File: config.mk
export PLATFORM = sky130hd
export DESIGN_NAME = bounded_deque_with_search
export DESIGN_NICKNAME = d
export VERILOG_FILES = /design/src/bdq_pkg.sv /design/src/bdq_ram.sv /design/src/bdq_ctrl.sv /design/src/bdq_dp.sv /design/src/bounded_deque_with_search.sv
export SDC_FILE = /design/constraint.sdc
export NUM_CORES = 1
export LEC_CHECK = 0
export BUFFER_PORTS_ARGS = -buffer_cell sky130_fd_sc_hd__buf_2
export CAP_MARGIN = 25
export CORE_UTILIZATION = 35
export CTS_BUF_LIST = sky130_fd_sc_hd__clkbuf_4
export CTS_CLUSTER_DIAMETER = 50
export DETAILED_ROUTE_END_ITERATION = 12
export HOLD_SLACK_MARGIN = 0.03
export PLACE_DENSITY = 0.54
export SLEW_MARGIN = 5
export SYNTH_ARGS = -nofsm -noshare
export SYNTH_HDL_FRONTEND = slang
export SYNTH_SLANG_ARGS = --single-unit
export TNS_END_PERCENT = 30
File: constraint.sdc
create_clock -name clk -period 9.2 [get_ports clk]
set_input_delay 0.92 -clock clk [delete_from_list [all_inputs] [get_ports clk]]
set_output_delay 0.92 -clock clk [all_outputs]
set_load 0.005 [all_outputs]
File: src/bdq_pkg.sv
// Package for the bounded deque with search: sizes, command and status
// codes, beat structs, controller types and the circular slot helper.
// No dependencies.
package bdq_pkg;

  localparam int DEPTH      = 16;
  localparam int ITEM_WIDTH = 32;
  localparam int SLOT_W     = $clog2(DEPTH);
  localparam int CNT_W      = $clog2(DEPTH + 1);

  typedef enum logic [2:0] {
    CMD_PUSH_FRONT = 3'd0,
    CMD_PUSH_BACK  = 3'd1,
    CMD_POP_FRONT  = 3'd2,
    CMD_POP_BACK   = 3'd3,
    CMD_FIND       = 3'd4,
    CMD_READ_AT    = 3'd5
  } bdq_cmd_t;

  typedef enum logic [2:0] {
    ST_OK        = 3'd0,
    ST_FULL      = 3'd1,
    ST_EMPTY     = 3'd2,
    ST_NOT_FOUND = 3'd3,
    ST_RANGE     = 3'd4
  } bdq_status_t;

  typedef struct packed {
    logic [2:0]  command;
    logic [31:0] value;
    logic [3:0]  position;
  } bdq_in_t;

  typedef struct packed {
    logic [31:0] item_out;
    logic [3:0]  found_position;
    logic [4:0]  item_count;
    logic [2:0]  status;
  } bdq_out_t;

  typedef enum logic [1:0] {
    FSM_IDLE = 2'd0,
    FSM_READ = 2'd1,
    FSM_FIND = 2'd2
  } bdq_state_t;

  // datapath -> controller
  typedef struct packed {
    logic out_free;   // result register empty or draining this cycle
    logic go_read;    // offered command is an in-range read at
    logic go_find;    // offered command is a find on a non-empty deque
    logic scan_hit;   // compared entry matches the search value
    logic scan_end;   // every held entry compared, nothing in flight
  } bdq_sts_t;

  // controller -> datapath
  typedef struct packed {
    logic accept;
    logic read_load;
    logic find_step;
    logic find_hit;
    logic find_miss;
  } bdq_ctl_t;

  // (base + off) mod DEPTH, with base < DEPTH and off <= DEPTH
  function automatic logic [SLOT_W-1:0] slot_add(input logic [SLOT_W-1:0] base,
                                                 input logic [CNT_W-1:0]  off);
    logic [CNT_W:0] sum;
    sum = (CNT_W + 1)'(base) + (CNT_W + 1)'(off);
    if (sum >= (CNT_W + 1)'(DEPTH)) begin
      sum = sum - (CNT_W + 1)'(DEPTH);
    end
    return sum[SLOT_W-1:0];
  endfunction

endpackage

File: src/bdq_ram.sv
// Generic single-write, single-read RAM with registered read data.
// No dependencies.
module bdq_ram #(
  parameter int WIDTH = 32,
  parameter int DEPTH = 16
) (
  input  logic                     clk,
  input  logic                     we,
  input  logic [$clog2(DEPTH)-1:0] waddr,
  input  logic [WIDTH-1:0]         wdata,
  input  logic [$clog2(DEPTH)-1:0] raddr,
  output logic [WIDTH-1:0]         rdata
);

  logic [WIDTH-1:0] mem [DEPTH];

  always_ff @(posedge clk) begin
    if (we) begin
      mem[waddr] <= wdata;
    end
    rdata <= mem[raddr];
  end

endmodule

File: src/bdq_ctrl.sv
// Controller for the bounded deque: idle / read wait / find scan sequencing.
// Depends on bdq_pkg.
module bdq_ctrl (
  input  logic              clk,
  input  logic              rst_n,
  input  logic              in_valid,
  output logic              in_stall,
  input  bdq_pkg::bdq_sts_t sts,
  output bdq_pkg::bdq_ctl_t ctl
);

  bdq_pkg::bdq_state_t state_r, state_nxt;

  always_ff @(posedge clk) begin
    if (!rst_n) begin
      state_r <= bdq_pkg::FSM_IDLE;
    end else begin
      state_r <= state_nxt;
    end
  end

  always_comb begin
    state_nxt = state_r;
    unique case (state_r)
      bdq_pkg::FSM_IDLE: begin
        if (in_valid && sts.out_free) begin
          if (sts.go_read) begin
            state_nxt = bdq_pkg::FSM_READ;
          end else if (sts.go_find) begin
            state_nxt = bdq_pkg::FSM_FIND;
          end
        end
      end
      bdq_pkg::FSM_READ: begin
        state_nxt = bdq_pkg::FSM_IDLE;
      end
      bdq_pkg::FSM_FIND: begin
        if (sts.scan_hit || sts.scan_end) begin
          state_nxt = bdq_pkg::FSM_IDLE;
        end
      end
      default: begin
        state_nxt = bdq_pkg::FSM_IDLE;
      end
    endcase
  end

  always_comb begin
    in_stall      = 1'b1;
    ctl           = '0;
    unique case (state_r)
      bdq_pkg::FSM_IDLE: begin
        in_stall   = !sts.out_free;
        ctl.accept = in_valid && sts.out_free;
      end
      bdq_pkg::FSM_READ: begin
        ctl.read_load = 1'b1;
      end
      bdq_pkg::FSM_FIND: begin
        ctl.find_step = 1'b1;
        ctl.find_hit  = sts.scan_hit;
        ctl.find_miss = !sts.scan_hit && sts.scan_end;
      end
      default: begin
        in_stall = 1'b1;
      end
    endcase
  end

endmodule

File: src/bdq_dp.sv
// Datapath for the bounded deque: head/count registers, item RAM, find scan
// pipeline and the result register. Depends on bdq_pkg and bdq_ram.
module bdq_dp (
  input  logic              clk,
  input  logic              rst_n,
  input  bdq_pkg::bdq_in_t  in_data,
  input  logic              out_stall,
  output logic              out_valid,
  output bdq_pkg::bdq_out_t out_data,
  input  bdq_pkg::bdq_ctl_t ctl,
  output bdq_pkg::bdq_sts_t sts
);

  localparam int SW = bdq_pkg::SLOT_W;
  localparam int CW = bdq_pkg::CNT_W;
  localparam int IW = bdq_pkg::ITEM_WIDTH;

  logic [SW-1:0] head_r, head_nxt;
  logic [CW-1:0] count_r, count_nxt;
  logic [CW-1:0] idx_r, idx_nxt;
  logic [SW-1:0] cmp_idx_r, cmp_idx_nxt;
  logic          cmp_vld_r, cmp_vld_nxt;
  logic [IW-1:0] val_r, val_nxt;
  logic          out_valid_r, out_valid_nxt;
  bdq_pkg::bdq_out_t out_r, out_nxt;

  logic          full, empty, pos_ok, issue_en, imm_load;
  logic [CW-1:0] pos_ext;
  logic          we;
  logic [SW-1:0] waddr, raddr;
  logic [IW-1:0] rdata;

  bdq_ram #(
    .WIDTH (IW),
    .DEPTH (bdq_pkg::DEPTH)
  ) u_ram (
    .clk   (clk),
    .we    (we),
    .waddr (waddr),
    .wdata (in_data.value[IW-1:0]),
    .raddr (raddr),
    .rdata (rdata)
  );

  assign full     = (count_r == CW'(bdq_pkg::DEPTH));
  assign empty    = (count_r == '0);
  assign pos_ext  = CW'(in_data.position);
  assign pos_ok   = (pos_ext < count_r);
  assign issue_en = (idx_r < count_r);

  assign sts.out_free = !out_valid_r || !out_stall;
  assign sts.go_read  = (in_data.command == bdq_pkg::CMD_READ_AT) && pos_ok;
  assign sts.go_find  = (in_data.command == bdq_pkg::CMD_FIND) && !empty;
  assign sts.scan_hit = cmp_vld_r && (rdata == val_r);
  assign sts.scan_end = !cmp_vld_r && !issue_en;

  assign imm_load = ctl.accept && !sts.go_read && !sts.go_find;
  assign raddr    = ctl.find_step ? bdq_pkg::slot_add(head_r, idx_r)
                                  : bdq_pkg::slot_add(head_r, pos_ext);

  // command decode: state update, RAM write and immediate result
  always_comb begin
    head_nxt  = head_r;
    count_nxt = count_r;
    we        = 1'b0;
    waddr     = bdq_pkg::slot_add(head_r, count_r);
    out_nxt   = out_r;
    if (ctl.accept) begin
      out_nxt = '0;
      case (in_data.command)
        bdq_pkg::CMD_PUSH_FRONT: begin
          if (full) begin
            out_nxt.status = bdq_pkg::ST_FULL;
          end else begin
            head_nxt  = (head_r == '0) ? SW'(bdq_pkg::DEPTH - 1) : head_r - 1'b1;
            waddr     = head_nxt;
            we        = 1'b1;
            count_nxt = count_r + 1'b1;
          end
        end
        bdq_pkg::CMD_PUSH_BACK: begin
          if (full) begin
            out_nxt.status = bdq_pkg::ST_FULL;
          end else begin
            we        = 1'b1;
            count_nxt = count_r + 1'b1;
          end
        end
        bdq_pkg::CMD_POP_FRONT: begin
          if (empty) begin
            out_nxt.status = bdq_pkg::ST_EMPTY;
          end else begin
            head_nxt  = bdq_pkg::slot_add(head_r, CW'(1));
            count_nxt = count_r - 1'b1;
          end
        end
        bdq_pkg::CMD_POP_BACK: begin
          if (empty) begin
            out_nxt.status = bdq_pkg::ST_EMPTY;
          end else begin
            count_nxt = count_r - 1'b1;
          end
        end
        bdq_pkg::CMD_FIND: begin
          out_nxt.status = bdq_pkg::ST_NOT_FOUND;
        end
        bdq_pkg::CMD_READ_AT: begin
          out_nxt.status = bdq_pkg::ST_RANGE;
        end
        default: begin
          out_nxt.status = bdq_pkg::ST_OK;
        end
      endcase
      out_nxt.item_count = 5'(count_nxt);
    end else if (ctl.read_load) begin
      out_nxt            = '0;
      out_nxt.item_out   = 32'(rdata);
      out_nxt.item_count = 5'(count_r);
      out_nxt.status     = bdq_pkg::ST_OK;
    end else if (ctl.find_hit) begin
      out_nxt                = '0;
      out_nxt.found_position = 4'(cmp_idx_r);
      out_nxt.item_count     = 5'(count_r);
      out_nxt.status         = bdq_pkg::ST_OK;
    end else if (ctl.find_miss) begin
      out_nxt            = '0;
      out_nxt.item_count = 5'(count_r);
      out_nxt.status     = bdq_pkg::ST_NOT_FOUND;
    end
  end

  // find scan: issue one read a cycle, compare the one issued before
  always_comb begin
    idx_nxt     = idx_r;
    cmp_idx_nxt = cmp_idx_r;
    cmp_vld_nxt = cmp_vld_r;
    val_nxt     = val_r;
    if (ctl.accept) begin
      idx_nxt     = '0;
      cmp_vld_nxt = 1'b0;
      val_nxt     = in_data.value[IW-1:0];
    end else if (ctl.find_step) begin
      cmp_vld_nxt = issue_en;
      cmp_idx_nxt = idx_r[SW-1:0];
      if (issue_en) begin
        idx_nxt = idx_r + 1'b1;
      end
    end
  end

  always_comb begin
    out_valid_nxt = out_valid_r;
    if (out_valid_r && !out_stall) begin
      out_valid_nxt = 1'b0;
    end
    if (imm_load || ctl.read_load || ctl.find_hit || ctl.find_miss) begin
      out_valid_nxt = 1'b1;
    end
  end

  always_ff @(posedge clk) begin
    if (!rst_n) begin
      head_r      <= '0;
      count_r     <= '0;
      idx_r       <= '0;
      cmp_vld_r   <= 1'b0;
      out_valid_r <= 1'b0;
    end else begin
      head_r      <= head_nxt;
      count_r     <= count_nxt;
      idx_r       <= idx_nxt;
      cmp_vld_r   <= cmp_vld_nxt;
      out_valid_r <= out_valid_nxt;
    end
  end

  always_ff @(posedge clk) begin
    cmp_idx_r <= cmp_idx_nxt;
    val_r     <= val_nxt;
    out_r     <= out_nxt;
  end

  assign out_valid = out_valid_r;
  assign out_data  = out_r;

endmodule

File: src/bounded_deque_with_search.sv
// Top level of the bounded deque with search: controller plus datapath.
// Depends on bdq_pkg, bdq_ctrl, bdq_dp (and through it bdq_ram).
//
// Usage:
//   in_valid / in_stall / in_data carry one command beat (command, value,
//   position). out_valid / out_stall / out_data carry one result beat per
//   command (item_out, found_position, item_count, status).
//   A beat moves at a rising edge with valid high and stall low.
// Timing and throughput:
//   Inserts, removes, rejected commands and unused codes finish in the
//   accept cycle: the result shows in the next cycle, and while out_stall
//   is low one command is taken a cycle. An in-range read at waits on the
//   registered RAM read, then the read state loads the result register.
//   A find streams one entry a cycle through the RAM read port and its
//   comparator; a hit ends the scan early, a miss once all are compared.
//   One command is worked on at a time.
// Reset:
//   rst_n low (synchronous) empties the deque and drops any pending result.
//   Storage contents are not cleared; only held positions are ever read.
// Stall:
//   While out_stall holds a result, the result register holds its beat and
//   in_stall stays high, so no command is lost or reordered.
module bounded_deque_with_search (
  input  logic              clk,
  input  logic              rst_n,
  input  logic              in_valid,
  output logic              in_stall,
  input  bdq_pkg::bdq_in_t  in_data,
  output logic              out_valid,
  input  logic              out_stall,
  output bdq_pkg::bdq_out_t out_data
);

  bdq_pkg::bdq_sts_t sts;
  bdq_pkg::bdq_ctl_t ctl;

  // sequence the command: accept, read wait, find scan
  bdq_ctrl u_ctrl (
    .clk      (clk),
    .rst_n    (rst_n),
    .in_valid (in_valid),
    .in_stall (in_stall),
    .sts      (sts),
    .ctl      (ctl)
  );

  // hold the deque state, storage and result register
  bdq_dp u_dp (
    .clk       (clk),
    .rst_n     (rst_n),
    .in_data   (in_data),
    .out_stall (out_stall),
    .out_valid (out_valid),
    .out_data  (out_data),
    .ctl       (ctl),
    .sts       (sts)
  );

  // no new beat is taken while a read or a scan is under way
  a_busy_stalls: assert property (@(posedge clk) disable iff (!rst_n)
    (ctl.read_load || ctl.find_step) |-> in_stall)
    else $error("command accepted while busy");

  // a command that completes at once shows its result next cycle
  a_imm_result: assert property (@(posedge clk) disable iff (!rst_n)
    (ctl.accept && !sts.go_read && !sts.go_find) |=> out_valid)
    else $error("immediate result missing");

  // a find hit always reports ok
  a_hit_ok: assert property (@(posedge clk) disable iff (!rst_n)
    ctl.find_hit |=> (out_valid && out_data.status == bdq_pkg::ST_OK))
    else $error("find hit without ok status");

  // count never exceeds the capacity
  a_count_bound: assert property (@(posedge clk) disable iff (!rst_n)
    out_valid |-> (out_data.item_count <= 5'(bdq_pkg::DEPTH)))
    else $error("item count above capacity");

endmodule
After elaboration in Yosys (flattened, before gate mapping)
Memories as Yosys holds them, arrays and structs flattened. A register that Yosys moved wholly into a read port is not among the register bits.
Index checks and enable logic that the tools add are counted.
- output and inout port bits: 46
- logic and storage cells: 125
- memory bits (read-only): 0
- memories kept: 1
- input port bits: 43
- latch bits: 0
- RAM bits: 512
- bits in registers: 98
- order comparisons: 6
- multipliers: 0
- mux-type cells: 38
- bitwise gates (word level): 2
- shift-type cells: 0
- reduce and logical (&&, ||, !) cells: 40
- $add $sub $neg: 12
- equality and inequality tests: 14
- divide/modulo/power cells: 0
- memories (memory ; depth ; width ; read ports ; clocked after memory_dff ; wr ports ; RTL line ; RTL):
    u_dp.u_ram.mem ; 16 ; 32 ; 1 ; 1 ; 1 ; bdq_ram.sv:15 ; logic [WIDTH-1:0] mem [DEPTH];
- operators by type and width (kind ; count):
    44-bit 2-to-1 mux ; 3
    4-bit 2-to-1 mux ; 11
    32-bit == test ; 1
    4-bit by 1-bit subtractor with 4-bit output (second input constant) ; 5
    4-bit by 5-bit adder with 6-bit output ; 2
    6-bit by 5-bit >= comparator with 1-bit output (second input constant) ; 2
    3-bit one-hot mux with 4 select lines ; 1
    1-bit 2-to-1 mux ; 11
    5-bit by 1-bit adder with 5-bit output (second input constant) ; 2
    5-bit >= comparator (second input constant) ; 2
    2-bit 2-to-1 mux ; 5
    5-bit 2-to-1 mux ; 2
    5-bit one-hot mux with 2 select lines ; 1
    1-bit logical AND ; 9
    1-bit logical NOT ; 9
    8-bit 2-to-1 mux ; 1
    4-bit one-hot mux with 2 select lines ; 1
    2-bit OR reduction ; 4
    3-bit by 2-bit == test with 1-bit output (second input constant) ; 2
    3-bit == test (second input constant) ; 2
    2-bit nonzero test ; 3
    4-bit by 1-bit adder with 5-bit output (second input constant) ; 1
    4-bit by 4-bit adder with 5-bit output ; 1
    5-bit == test (second input constant) ; 1
    other kinds (22) ; 30

Longest topological paths before layout
- depth in word-level cells: 10
- depth in mapped cells: 11
- gate-level depth less buffers: 9

Modules after synthesis
From an unflattened synthesis, not the netlist that was laid out.
- cells, all modules: 1267
- area, all modules: 24563.6 um^2
- modules (own cells, without submodules) (module ; cells each ; instances ; area an instance (um^2) ; sequential area each (um^2)):
    bdq_ram ; 838 ; 1 ; 19835.3 ; 16015.4
    bdq_dp ; 415 ; 1 ; 4601.9 ; 2362.3
    bdq_ctrl ; 14 ; 1 ; 126.4 ; 40.0

Worst setup path after synthesis
No wires, ideal clock.
- path type: input to register
- start: input out_stall
- end: memory u_dp.u_ram.mem[14][0] (enable)
- setup time: 0.421 ns
- path slack: 5.181 ns
- arrival: 3.598 ns
- stages on the path: 7
- path buffers: 1
- required time: 8.779 ns
- cell sequence: a211oi_2 nand2_1 clkbuf_1 nor3_2 mux2i_1 nand2_1 nor2_1
- word-level cells in the longest chain between the ends: 7
- elaborated cells between the ends (all ways): 8
- those cells by class: 5 x mux; 3 x reduce/logical
- ends and longest elaborated chain (element ; RTL line ; RTL):
    from (decl) ; bounded_deque_with_search.sv:30 ; input logic out_stall,
    1-bit logical NOT (*) ; bdq_dp.sv:51 ; assign sts.out_free = !out_valid_r || !out_stall;
    1-bit logical OR (*) ; bdq_dp.sv:51 ;
    1-bit logical AND (*) ; bdq_ctrl.sv:54 ; ctl.accept = in_valid && sts.out_free;
    1-bit 2-to-1 mux (*) ; bdq_ctrl.sv:51 ; unique case (state_r)
    1-bit 2-to-1 mux ; bdq_dp.sv:68 ; if (ctl.accept) begin
    1-bit 2-to-1 mux ; bdq_ram.sv:18 ; if (we) begin
    1-bit 2-to-1 mux (implied by the code) ; bdq_ram.sv:19 ; mem[waddr] <= wdata;
    to (decl) ; bdq_ram.sv:15 ;
Every way passes the cells marked *; elsewhere a longest branch is shown, timed or not.

Final worst setup path
- start: register u_ctrl.state_r[0]
- end: register u_dp.u_ram.rdata[0], read port of u_dp.u_ram.mem
- word-level cells in the longest chain between the ends: 3
- ends and longest elaborated chain (element ; RTL line ; RTL):
    from (decl) ; bdq_ctrl.sv:12 ; bdq_pkg::bdq_state_t state_r, state_nxt;
    from (signal assigned) ; bdq_ctrl.sv:16 ; state_r <= bdq_pkg::FSM_IDLE;
    from (signal assigned) ; bdq_ctrl.sv:18 ; state_r <= state_nxt;
    2-bit == test ; bdq_ctrl.sv:51 ;
    3-bit 2-to-1 mux ; bdq_ctrl.sv:51 ;
    4-bit 2-to-1 mux ; bdq_dp.sv:58 ; assign raddr = ctl.find_step ? bdq_pkg::slot_add(head_r, idx_r)
    to (decl) ; bdq_ram.sv:12 ; output logic [WIDTH-1:0] rdata
Every way passes these cells.
A chain may end at the register's enable or synchronous reset.

==> impl_summary.log <==
[metrics] result of the run: finished, final reports clean
[metrics] number of max-cap violations: 0
[metrics] global router's overall resource usage: 17.42%
[metrics] maximum number of pins on one net before global-route repair: 67
[metrics] total number of placement rows: 96
[metrics] DRC violation count after routing: 0
[metrics] final estimated routing congestion in global placement: between 0.7 and 0.8
[metrics] maximum fanout along the worst path: between 60 and 70
[metrics] library cell with the largest summed area after synthesis: sky130_fd_sc_hd__edfxtp_1
[metrics] FMAX: between 200 and 250 MHz
[metrics] total power per unit cell area: 224.3 nW/um2
[metrics] number of buffers created by CTS: ~170
[metrics] final instance area: roughly 29000 um2
[metrics] net count after synthesis: between 1000 and 1500
[metrics] P_leak: between 0.009 and 0.01 uW
[metrics] most common library cells after synthesis: sky130_fd_sc_hd__edfxtp_1 (556), sky130_fd_sc_hd__mux4_2 (158), sky130_fd_sc_hd__nand2_1 (89), sky130_fd_sc_hd__dfxtp_1 (86), sky130_fd_sc_hd__nor2_1 (43)
[metrics] First-pass DRT Iterations: 5
[metrics] final max-slew violation count: 0
[metrics] number of gates given a new drive strength after cts: 0
[metrics] full die area: approximately 71000 um2
[metrics] hold-fix buffers at CTS: 0
[metrics] biggest cell delay along the critical path: 1000 ps
[metrics] Die Span Y: between 200 and 300 um
[metrics] Syn. warnings: 0
[metrics] part of the Yosys area used for sequential elements: ~75%
[metrics] number of port buffers: between 80 and 90
[metrics] Tightest Hold Check Type: in2reg
[metrics] antenna violations before repair: 8
[metrics] Clk pin slew, worst setup/hold paths: ~70 ps
[metrics] setup repair after global routing missed its margin: false
[metrics] number of nets with antenna violations after routing: 0
[metrics] via count of the first global-routing pass: 13310
[metrics] Post-Route Hold Slack: around 260 ps
[metrics] number of buffers on the longest clock path: 3
[metrics] remaining global-route overflow: 0
[metrics] placement-stage cell area: 26200 um2
[metrics] half-perimeter wire length after placement: approximately 30 mm
[metrics] number of instances in the placed design: between 2000 and 2500
[metrics] share of async-settable or async-resettable flops after synthesis: 0%
[metrics] min cycle time layout: roughly 4700 ps
[metrics] Top-Level Pins: 89
[metrics] fraction of layout cells with a size suffix above 1: between 30% and 40%
[metrics] synth top area cells: sky130_fd_sc_hd__edfxtp_1 (68%), sky130_fd_sc_hd__mux4_2 (15%), sky130_fd_sc_hd__dfxtp_1 (7.0%)
[metrics] worst clock skew on the final layout: about 52 ps
[metrics] post-route clock period utilization: between 50% and 60%
[metrics] post-route core utilization: approximately two fifths
[metrics] number of standard cells after synthesis: approximately 1200
[metrics] post-synthesis area per instance: roughly 20 um2
[metrics] Die W: between 200 and 300 um
[metrics] cell at the slowest stage of the critical path: sky130_fd_sc_hd__fa_4
[metrics] number of DRC markers after the initial detailed-route iteration: between 1000 and 1500
[metrics] count leader, synth: sky130_fd_sc_hd__edfxtp_1
[metrics] TritonCTS clock tree: built
[metrics] vias post-DR: 12640
[metrics] transition time at the pin with the least slew margin: between 1000 and 1500 ps
[metrics] synth-to-layout area growth: 16.85%
[metrics] fill cell total of the finished layout: approximately 6200
[metrics] maximum vdd ir drop: roughly 0.000074 V
[metrics] Syn Std Cell Area: ~24000 um2
[metrics] # clock sinks: between 600 and 700
[metrics] multi-input gate area in the final layout: just under 6000 um2
[metrics] wire length per cell after detailed routing: 23.61 um
[metrics] Total Wirelength: ~60 mm
[metrics] number of register bits inferred by synthesis: about 640
[metrics] post-CTS setup buffer count: 0
[metrics] Worst Path Arrival: 5540 ps
[metrics] latest clock arrival within the worst-skew pair: 1000 ps
[metrics] mean number of vias per cell: roughly 5.0
[metrics] headroom to the max-slew limit: between 30% and 40%
[metrics] WP data required: around 10000 ps
[metrics] area taken by flip-flops and latches: about 18000 um2
[metrics] Synth cell types: 56
[metrics] total count of hold-check failures in the final report: 0
[metrics] Root Buffer: sky130_fd_sc_hd__clkbuf_4
[metrics] Worst setup EP type: flop
[metrics] placeable core region: around 69000 um2
[metrics] Post-synth EDFFs: ~560
[metrics] TNS Setup: 0 ps
[metrics] sequence of cells on the critical path: nand2b_1 -> inv_1 -> nand2_1 -> nand2_1 -> ha_4 -> fa_4 -> buf_16 -> buf_4 -> mux4_2 -> mux4_1
[metrics] share of the synthesized area in the top cell type: between 60% and 70%
[metrics] dominant cell type by count on the critical path: sky130_fd_sc_hd__nand2_1
[metrics] type of origin of the critical path: flop
[metrics] total setup violations reported at the end of the flow: 0
[metrics] layout net count: 1520
[metrics] Setup CP Type: reg2reg
[metrics] global-route wire length before repair: just under 90 mm
[metrics] most used flip-flop cell after synthesis: sky130_fd_sc_hd__edfxtp_1
[metrics] final cell count without fillers: about 2500
[metrics] starting density of the core: 35.52%
[metrics] H-tree levels: 4
[metrics] flop2flop setup slack: ~4500 ps
-- final timing paths --
check | depth (start not counted) | end | from
max | 10 | u_dp.u_ram.rdata[0] | u_ctrl.state_r[0]
max reg2reg | 10 | u_dp.u_ram.rdata[0] | u_ctrl.state_r[0]
min reg2reg | 2 | u_dp.out_data[8] | u_dp.cmp_idx_r[0]
min | 2 | u_dp.count_r[0] | rst_n
-- registers in the layout, indices dropped and copies added, names as in the netlist --
signal	count
u_dp.out_valid	1
u_dp.idx_r	5
u_dp.head_r	4
u_dp.out_data	44
u_dp.cmp_idx_r	4
u_dp.u_ram.mem	512
u_ctrl.state_r	2
u_dp.u_ram.rdata	32
u_dp.count_r	5
u_dp.val_r	32
u_dp.cmp_vld_r	1
-- critical path: cells and delay by family, from the launching register on --
kind | cells | cell delay (ps)
buf+inv | 3 | 1390
fa+ha+maj | 2 | 1180
mux | 2 | 910
simple gates | 3 | 590
flops | 1 | 370
-- stage by stage --
stage,worst slack [ps],total power [uW]
4_1_cts,4489,6501
2_1_floorplan,5181,3683
3_3_place_gp,4211,3872
3_5_place_dp,4520,3880
5_1_grt,4296,6692
6_report,4492,6409
-- cell usage in the layout, fill, tap and decap left out, types with 3 or more instances in the layout --
cell type,n
sky130_fd_sc_hd__inv_6,4
sky130_fd_sc_hd__and3_1,3
sky130_fd_sc_hd__nor2_4,16
sky130_fd_sc_hd__clkinv_1,19
sky130_fd_sc_hd__clkinv_2,5
sky130_fd_sc_hd__mux2i_1,6
sky130_fd_sc_hd__o32ai_1,3
sky130_fd_sc_hd__nand3_1,8
sky130_fd_sc_hd__nand4_1,8
sky130_fd_sc_hd__buf_4,23
sky130_fd_sc_hd__mux4_2,158
sky130_fd_sc_hd__ha_1,17
sky130_fd_sc_hd__a21oi_1,21
sky130_fd_sc_hd__inv_1,24
sky130_fd_sc_hd__nor4_1,3
sky130_fd_sc_hd__o21ai_0,42
sky130_fd_sc_hd__bufinv_16,4
sky130_fd_sc_hd__diode_2,7
sky130_fd_sc_hd__o22ai_1,6
sky130_fd_sc_hd__nand2_1,89
sky130_fd_sc_hd__xor2_1,11
sky130_fd_sc_hd__clkbuf_4,269
sky130_fd_sc_hd__xnor2_1,27
sky130_fd_sc_hd__nor3_1,5
sky130_fd_sc_hd__clkinvlp_4,3
sky130_fd_sc_hd__buf_2,88
sky130_fd_sc_hd__dfxtp_1,86
sky130_fd_sc_hd__nand2b_1,7
sky130_fd_sc_hd__edfxtp_1,556
sky130_fd_sc_hd__and2_1,4
sky130_fd_sc_hd__a21o_1,4
sky130_fd_sc_hd__nor2_1,27
-- power breakdown --
| part | switching (uW) | internal [uW] | total (uW) |
|---|---|---|---|
| sequential | 49.3 | 3240 | 3290 |
| clock | 1160 | 1440 | 2600 |
| combinational | 282 | 243 | 526 |
-- area by class of cell --
cell class	instances	area share, %
sequential	642	64.47
multi-input combinational	506	20.58
clock buffer	269	7.069
tap	931	4.077
timing repair buffer	114	2.409
clock inverter	37	0.9986
inverter	25	0.3329
antenna	7	0.06131
-- per-layer routing --
layer  vias to the layer above  wire [um]  track usage, %
met3                        92       3480           4.612
met1                      6580      26510           23.35
met5                         -         57               0
li1                       5539          -               -
met2                       418      28710           27.44
met4                         8       1000           5.980
-- kinds of logic after synthesis --
kind of cell               Yosys count  synth area share [%]
DFF                                642                 75.33
and+or+nand+nor                    182                 3.321
muxes                              168                 15.11
AOI/OAI and AO/OA                   96                 2.390
buffers and inverters               75                 1.305
xor gates and xnor gates            40                 1.464
adders and majority gates           20                 1.085
Note: power is estimated with default switching activity, not from simulation.
